<file path="src/hw/rtl/sroc_pkg.sv">
// Shared types and constants for the segment raster overlap counter.
package sroc_pkg;

  // Fixed field widths
  localparam int CoordW = 10;
  localparam int TallyW = 21;
  localparam int CovW   = 2;

  // Default grid side
  localparam int GridSideDefault = 1024;

  // Saturation limit of the overlap tally
  localparam logic [TallyW-1:0] TallyMax = '1;

  // Controller states
  typedef enum logic [2:0] {
    ST_CLEAR,
    ST_IDLE,
    ST_WALK,
    ST_FLUSH,
    ST_RESULT
  } sroc_state_e;

  // Commands from the controller to the datapath
  typedef struct packed {
    logic clear_en;  // write zero to the next cell of the clearing pass
    logic load;      // take the segment beat and set up the walk
    logic step;      // visit the current point and advance
    logic capture;   // copy the tally into the output register
  } sroc_cmd_t;

  // Status from the datapath to the controller
  typedef struct packed {
    logic clear_done;  // clearing pass is at its last cell
    logic walk_last;   // current point is the last of the segment
  } sroc_sts_t;

endpackage

</file>
<file path="src/hw/rtl/sroc_ctrl.sv">
// Controller state machine for the segment raster overlap counter.
module sroc_ctrl
  import sroc_pkg::*;
(
  input  logic      clk_i,
  input  logic      rst_ni,
  input  logic      in_valid_i,
  output logic      in_stall_o,
  output logic      out_valid_o,
  input  logic      out_stall_i,
  input  sroc_sts_t sts_i,
  output sroc_cmd_t cmd_o
);

  sroc_state_e state_q, state_d;
  logic        out_valid_q, out_valid_d;
  logic        out_free;

  // The output register can take a new beat when empty or being drained.
  assign out_free = !out_valid_q || !out_stall_i;

  // State and output valid registers
  always_ff @(posedge clk_i or negedge rst_ni) begin
    if (!rst_ni) begin
      state_q     <= ST_CLEAR;
      out_valid_q <= 1'b0;
    end else begin
      state_q     <= state_d;
      out_valid_q <= out_valid_d;
    end
  end

  // Next state and commands
  always_comb begin
    state_d     = state_q;
    cmd_o       = '0;
    in_stall_o  = 1'b1;
    out_valid_d = out_valid_q && out_stall_i;
    unique case (state_q)
      ST_CLEAR: begin
        cmd_o.clear_en = 1'b1;
        if (sts_i.clear_done) begin
          state_d = ST_IDLE;
        end
      end
      ST_IDLE: begin
        in_stall_o = 1'b0;
        if (in_valid_i) begin
          cmd_o.load = 1'b1;
          state_d    = ST_WALK;
        end
      end
      ST_WALK: begin
        cmd_o.step = 1'b1;
        if (sts_i.walk_last) begin
          state_d = ST_FLUSH;
        end
      end
      ST_FLUSH: begin
        // The last cell's write and tally update land at the end of this cycle.
        state_d = ST_RESULT;
      end
      ST_RESULT: begin
        if (out_free) begin
          cmd_o.capture = 1'b1;
          out_valid_d   = 1'b1;
          state_d       = ST_IDLE;
        end
      end
      default: begin
        state_d = ST_CLEAR;
      end
    endcase
  end

  assign out_valid_o = out_valid_q;

endmodule

</file>
<file path="config.mk">
export PLATFORM = sky130hd
export DESIGN_NAME = sroc_ctrl
export DESIGN_NICKNAME = d
export VERILOG_FILES = /design/src/hw/rtl/sroc_pkg.sv /design/src/hw/rtl/sroc_ctrl.sv
export SDC_FILE = /design/constraint.sdc
export NUM_CORES = 1
export LEC_CHECK = 0
export BUFFER_PORTS_ARGS = -buffer_cell sky130_fd_sc_hd__clkbuf_2
export CORE_AREA = 2 2 39 41
export CTS_BUF_LIST = sky130_fd_sc_hd__clkbuf_8
export DETAILED_ROUTE_END_ITERATION = 7
export DIE_AREA = 0 0 41 43
export PLACE_DENSITY = 0.41
export SKIP_LAST_GASP = 1
export SLEW_MARGIN = 10
export SYNTH_ARGS = -nofsm -noshare
export SYNTH_HDL_FRONTEND = slang
export SYNTH_SLANG_ARGS = --single-unit
</file>
<file path="constraint.sdc">
create_clock -name clk_i -period 2.05 [get_ports clk_i]
set_input_delay 0.205 -clock clk_i [delete_from_list [all_inputs] [get_ports clk_i]]
set_output_delay 0.205 -clock clk_i [all_outputs]
set_load 0.01 [all_outputs]
</file>
==> impl_metrics.py <==
metrics = {
    "logic_synthesis": {
        "synth_cell_type_count": 15,
        "syn-instance-count": 24,
        "syn_avg_cell_area_um2": 9.488,
        "synth-simple-area-share_pct": 39.01,
        "syn_nets": 30,
        "syn_area_um2": 227.7,
        "synth_top_family_by_area": "simple AND/OR/NAND/NOR gates",
        "ys_ff_latch": 4,
        "synthMuxAreaShare_pct": 0,
        "synthXorXnorAreaFrac_pct": 0,
        "synthAdderAreaFrac_pct": 0,
        "synth-compound-area-share_pct": 15.38,
        "seq_area_frac_synth_pct": 43.96,
        "ys_warn_count": 0,
    },
    "setup_path": {
        "crit_path_max_incr_delay_ps": 420,
        "critical_path_required_ps": 1850,
        "cp.arrival_ps": 1180,
        "critPathKind": "reg -> out",
        "critPathCaptureType": "primary output",
        "cp-start-kind": "register",
        "reg2reg_depth": 3,
        "crit_path_max_fanout": 6,
        "critPathSlowestCell": "dfrtp_1",
        "worstPathCellList": "nor2_1 -> nand2_1 -> a21oi_1 -> clkbuf_2",
    },
    "drt": {
        "first_pass_iters": 1,
        "drt-vias-per-instance": 3.873,
        "totalWireLength_um": 483,
        "first_iter_violations": 0,
        "wl_per_cell_um": 8.782,
        "drtAntennaViolNets": 0,
        "route.detailed.drc": 0,
        "vias": 213,
    },
    "finish": {
        "drive_gt1_share_pct": 48.72,
        "nets": 47,
        "final_common_cell": "clkbuf_2",
        "fin_area_um2": 354.1,
        "n_antenna_cell": 0,
        "fin_cells": 55,
        "area_delta_synth_final_pct": 55.49,
        "layout_common_cells": "clkbuf_2, nand2_1, dfrtp_1",
        "n_fill_cell": 148,
    },
    "floorplan": {
        "core_area_um2": 1384,
        "die_x_um": 41,
        "fp-row-count": 14,
        "die_area_um2": 1763,
        "boundaryPins": 12,
        "dieHeight_um": 43,
        "start_util_pct": 16.46,
    },
    "clock_tree": {
        "cts_buffers": 3,
        "post_cts_buffers": 0,
        "cts_tree": "built",
        "clkTransAtPathRegs_ps": 30,
        "root_buffer": "clkbuf_8",
        "htreeDepth": 1,
        "clk-insertion-delay-late_ps": 210,
        "clock-sinks": 4,
        "clock_path_buffers": 2,
    },
    "grt": {
        "grt_use_met1_pct": 9.446,
        "grt_overflow": 0,
        "grt_usage_pct": 7.359,
        "gr-max-usage-layer": "met1",
        "grt_use_met2_pct": 7.187,
        "met3_usage_pct": 4.712,
        "grt_pass1_wl_um": 765,
        "antenna_found_initial": 0,
        "grt_pass1_vias": 182,
        "grt_max_degree": 9,
    },
    "worst_hold_path": {
        "min_path_type": "in -> reg",
        "hold_depth": 3,
    },
    "timing": {
        "fin_crit_ps": 1380,
        "finalSetupViolations": 0,
        "finClkSkew_ps": 0.6920,
        "slew_headroom_pct": 83.86,
        "timing.final.crit_share_pct": 67.33,
        "worstMarginPinSlew_ps": 242.2,
        "rsz0062_at_grt": "no",
        "finalHoldViolCount": 0,
        "fmax_mhz": 724.5,
        "finalWorstSetupSlack_ps": 669.7,
        "fin_tns_setup_ps": 0,
        "report.final.slew_viol_count": 0,
    },
    "placement": {
        "numPortBuffers": 11,
        "dp.cells": 51,
        "place_ws_ps": 888.0,
        "finalWeightedCongestion": 0.6275,
        "dpl_cell_area_um2": 302.8,
        "dp_hpwl_um": 397.6,
    },
    "power_and_ir_drop": {
        "power_switching_mw": 0.1859,
        "combPwrFrac_pct": 40.9,
        "p_seq_share_pct": 28.8,
        "p_per_area_nw_per_um2": 1507,
        "cell_internal_pwr_mw": 0.3477,
        "peakVddDrop_mv": 0.4451,
        "clkPwrFrac_pct": 30.2,
        "sw_frac_of_total_pct": 34.84,
        "p_total_mw": 0.5336,
        "p_leak_nw": 0.1793,
    },
    "outcome": {
        "status": "completed",
    },
    "job": {
        "maxCapViolCount": 0,
    },
}
## repair_timing
item | in CTS | in global routing
setup endpoints to repair | 0 | 0
hold buffers | 1 | 0
hold endpoints to repair | 4 | 0
resized for setup | 0 | 0
## critical path, delay by kind of cell, from the launching register on
| kind | cells | cell delay [ps] |
|---|---|---|
| AOI/OAI and AO/OA | 1 | 130 |
| buffers and inverters | 1 | 140 |
| DFF | 1 | 420 |
| and+or+nand+nor | 2 | 270 |
## path summary, 6_finish.rpt
| check | start | end | slack (ps) |
|---|---|---|---|
| max | state_q[0] | cmd_o[0] | 670 |
| min | sts_i[0] | state_q[0] | 220 |
| max reg2reg | state_q[1] | state_q[0] | 1100 |
| min reg2reg | out_valid_o | out_valid_o | 540 |
| max in group asynchronous | rst_ni | state_q[0] | 1590 |
| min in group asynchronous | rst_ni | out_valid_o | 330 |
## metal layers
metal / share of wire [%] / vias to the layer above
met1: 53 / 86
met2: 35 / 14
met4: 0 / 0
met3: 13 / 0
met5: 0 / -
li1: - / 113
## power groups by stage
stage                     Clock [mW]  Sequential, mW  Combinational, mW
after detailed placement           0           0.156              0.219
after global routing           0.172           0.161              0.247
final                          0.161           0.154              0.218
after floorplan                    0           0.149              0.149
after global placement             0           0.155              0.222
after CTS                      0.169           0.155              0.222
## cell type report
cell class / instances / area (um2) / area share (%)
clock buffer: 3 / 41.29 / 11.66
inverter: 1 / 3.754 / 1.060
multi-input combinational: 19 / 123.9 / 34.98
sequential: 4 / 100.1 / 28.27
tap: 16 / 20.02 / 5.654
timing repair buffer: 12 / 65.06 / 18.37
## Yosys cell counts
master    count  area (um2)
a21oi_1       2       10.01
nand2b_4      1       13.76
nor3_1        1       5.000
o211ai_1      1       7.510
and2b_4       1       10.01
dfrtp_1       4       100.1
o211ai_2      1       12.51
nor2_1        3       11.26
and2b_2       1       8.760
o21ai_0       1       5.000
inv_1         1       3.750
nand2_1       4       15.01
nor3b_2       1       12.51
nand3b_1      1       7.510
nand3_1       1       5.000
## state kept, by name, summed over array words and instances, names as in the netlist
name,cells
state_q,3
out_valid_o,1
## kinds of logic (layout without fill, tap and decap cells)
kind of cell	after synthesis	after routing
buf+inv	1	16
compound gates	5	5
simple gates	14	14
flops	4	4
## stage by stage
step	hold slack, ps	utilization, %
after floorplan	-90.59	-
after global placement	19.60	21.88
final	219.1	25.59
after CTS	216.1	25.59
after global routing	239.5	25.59
after detailed placement	18.95	21.88
Power figures use the tool's default switching activity.
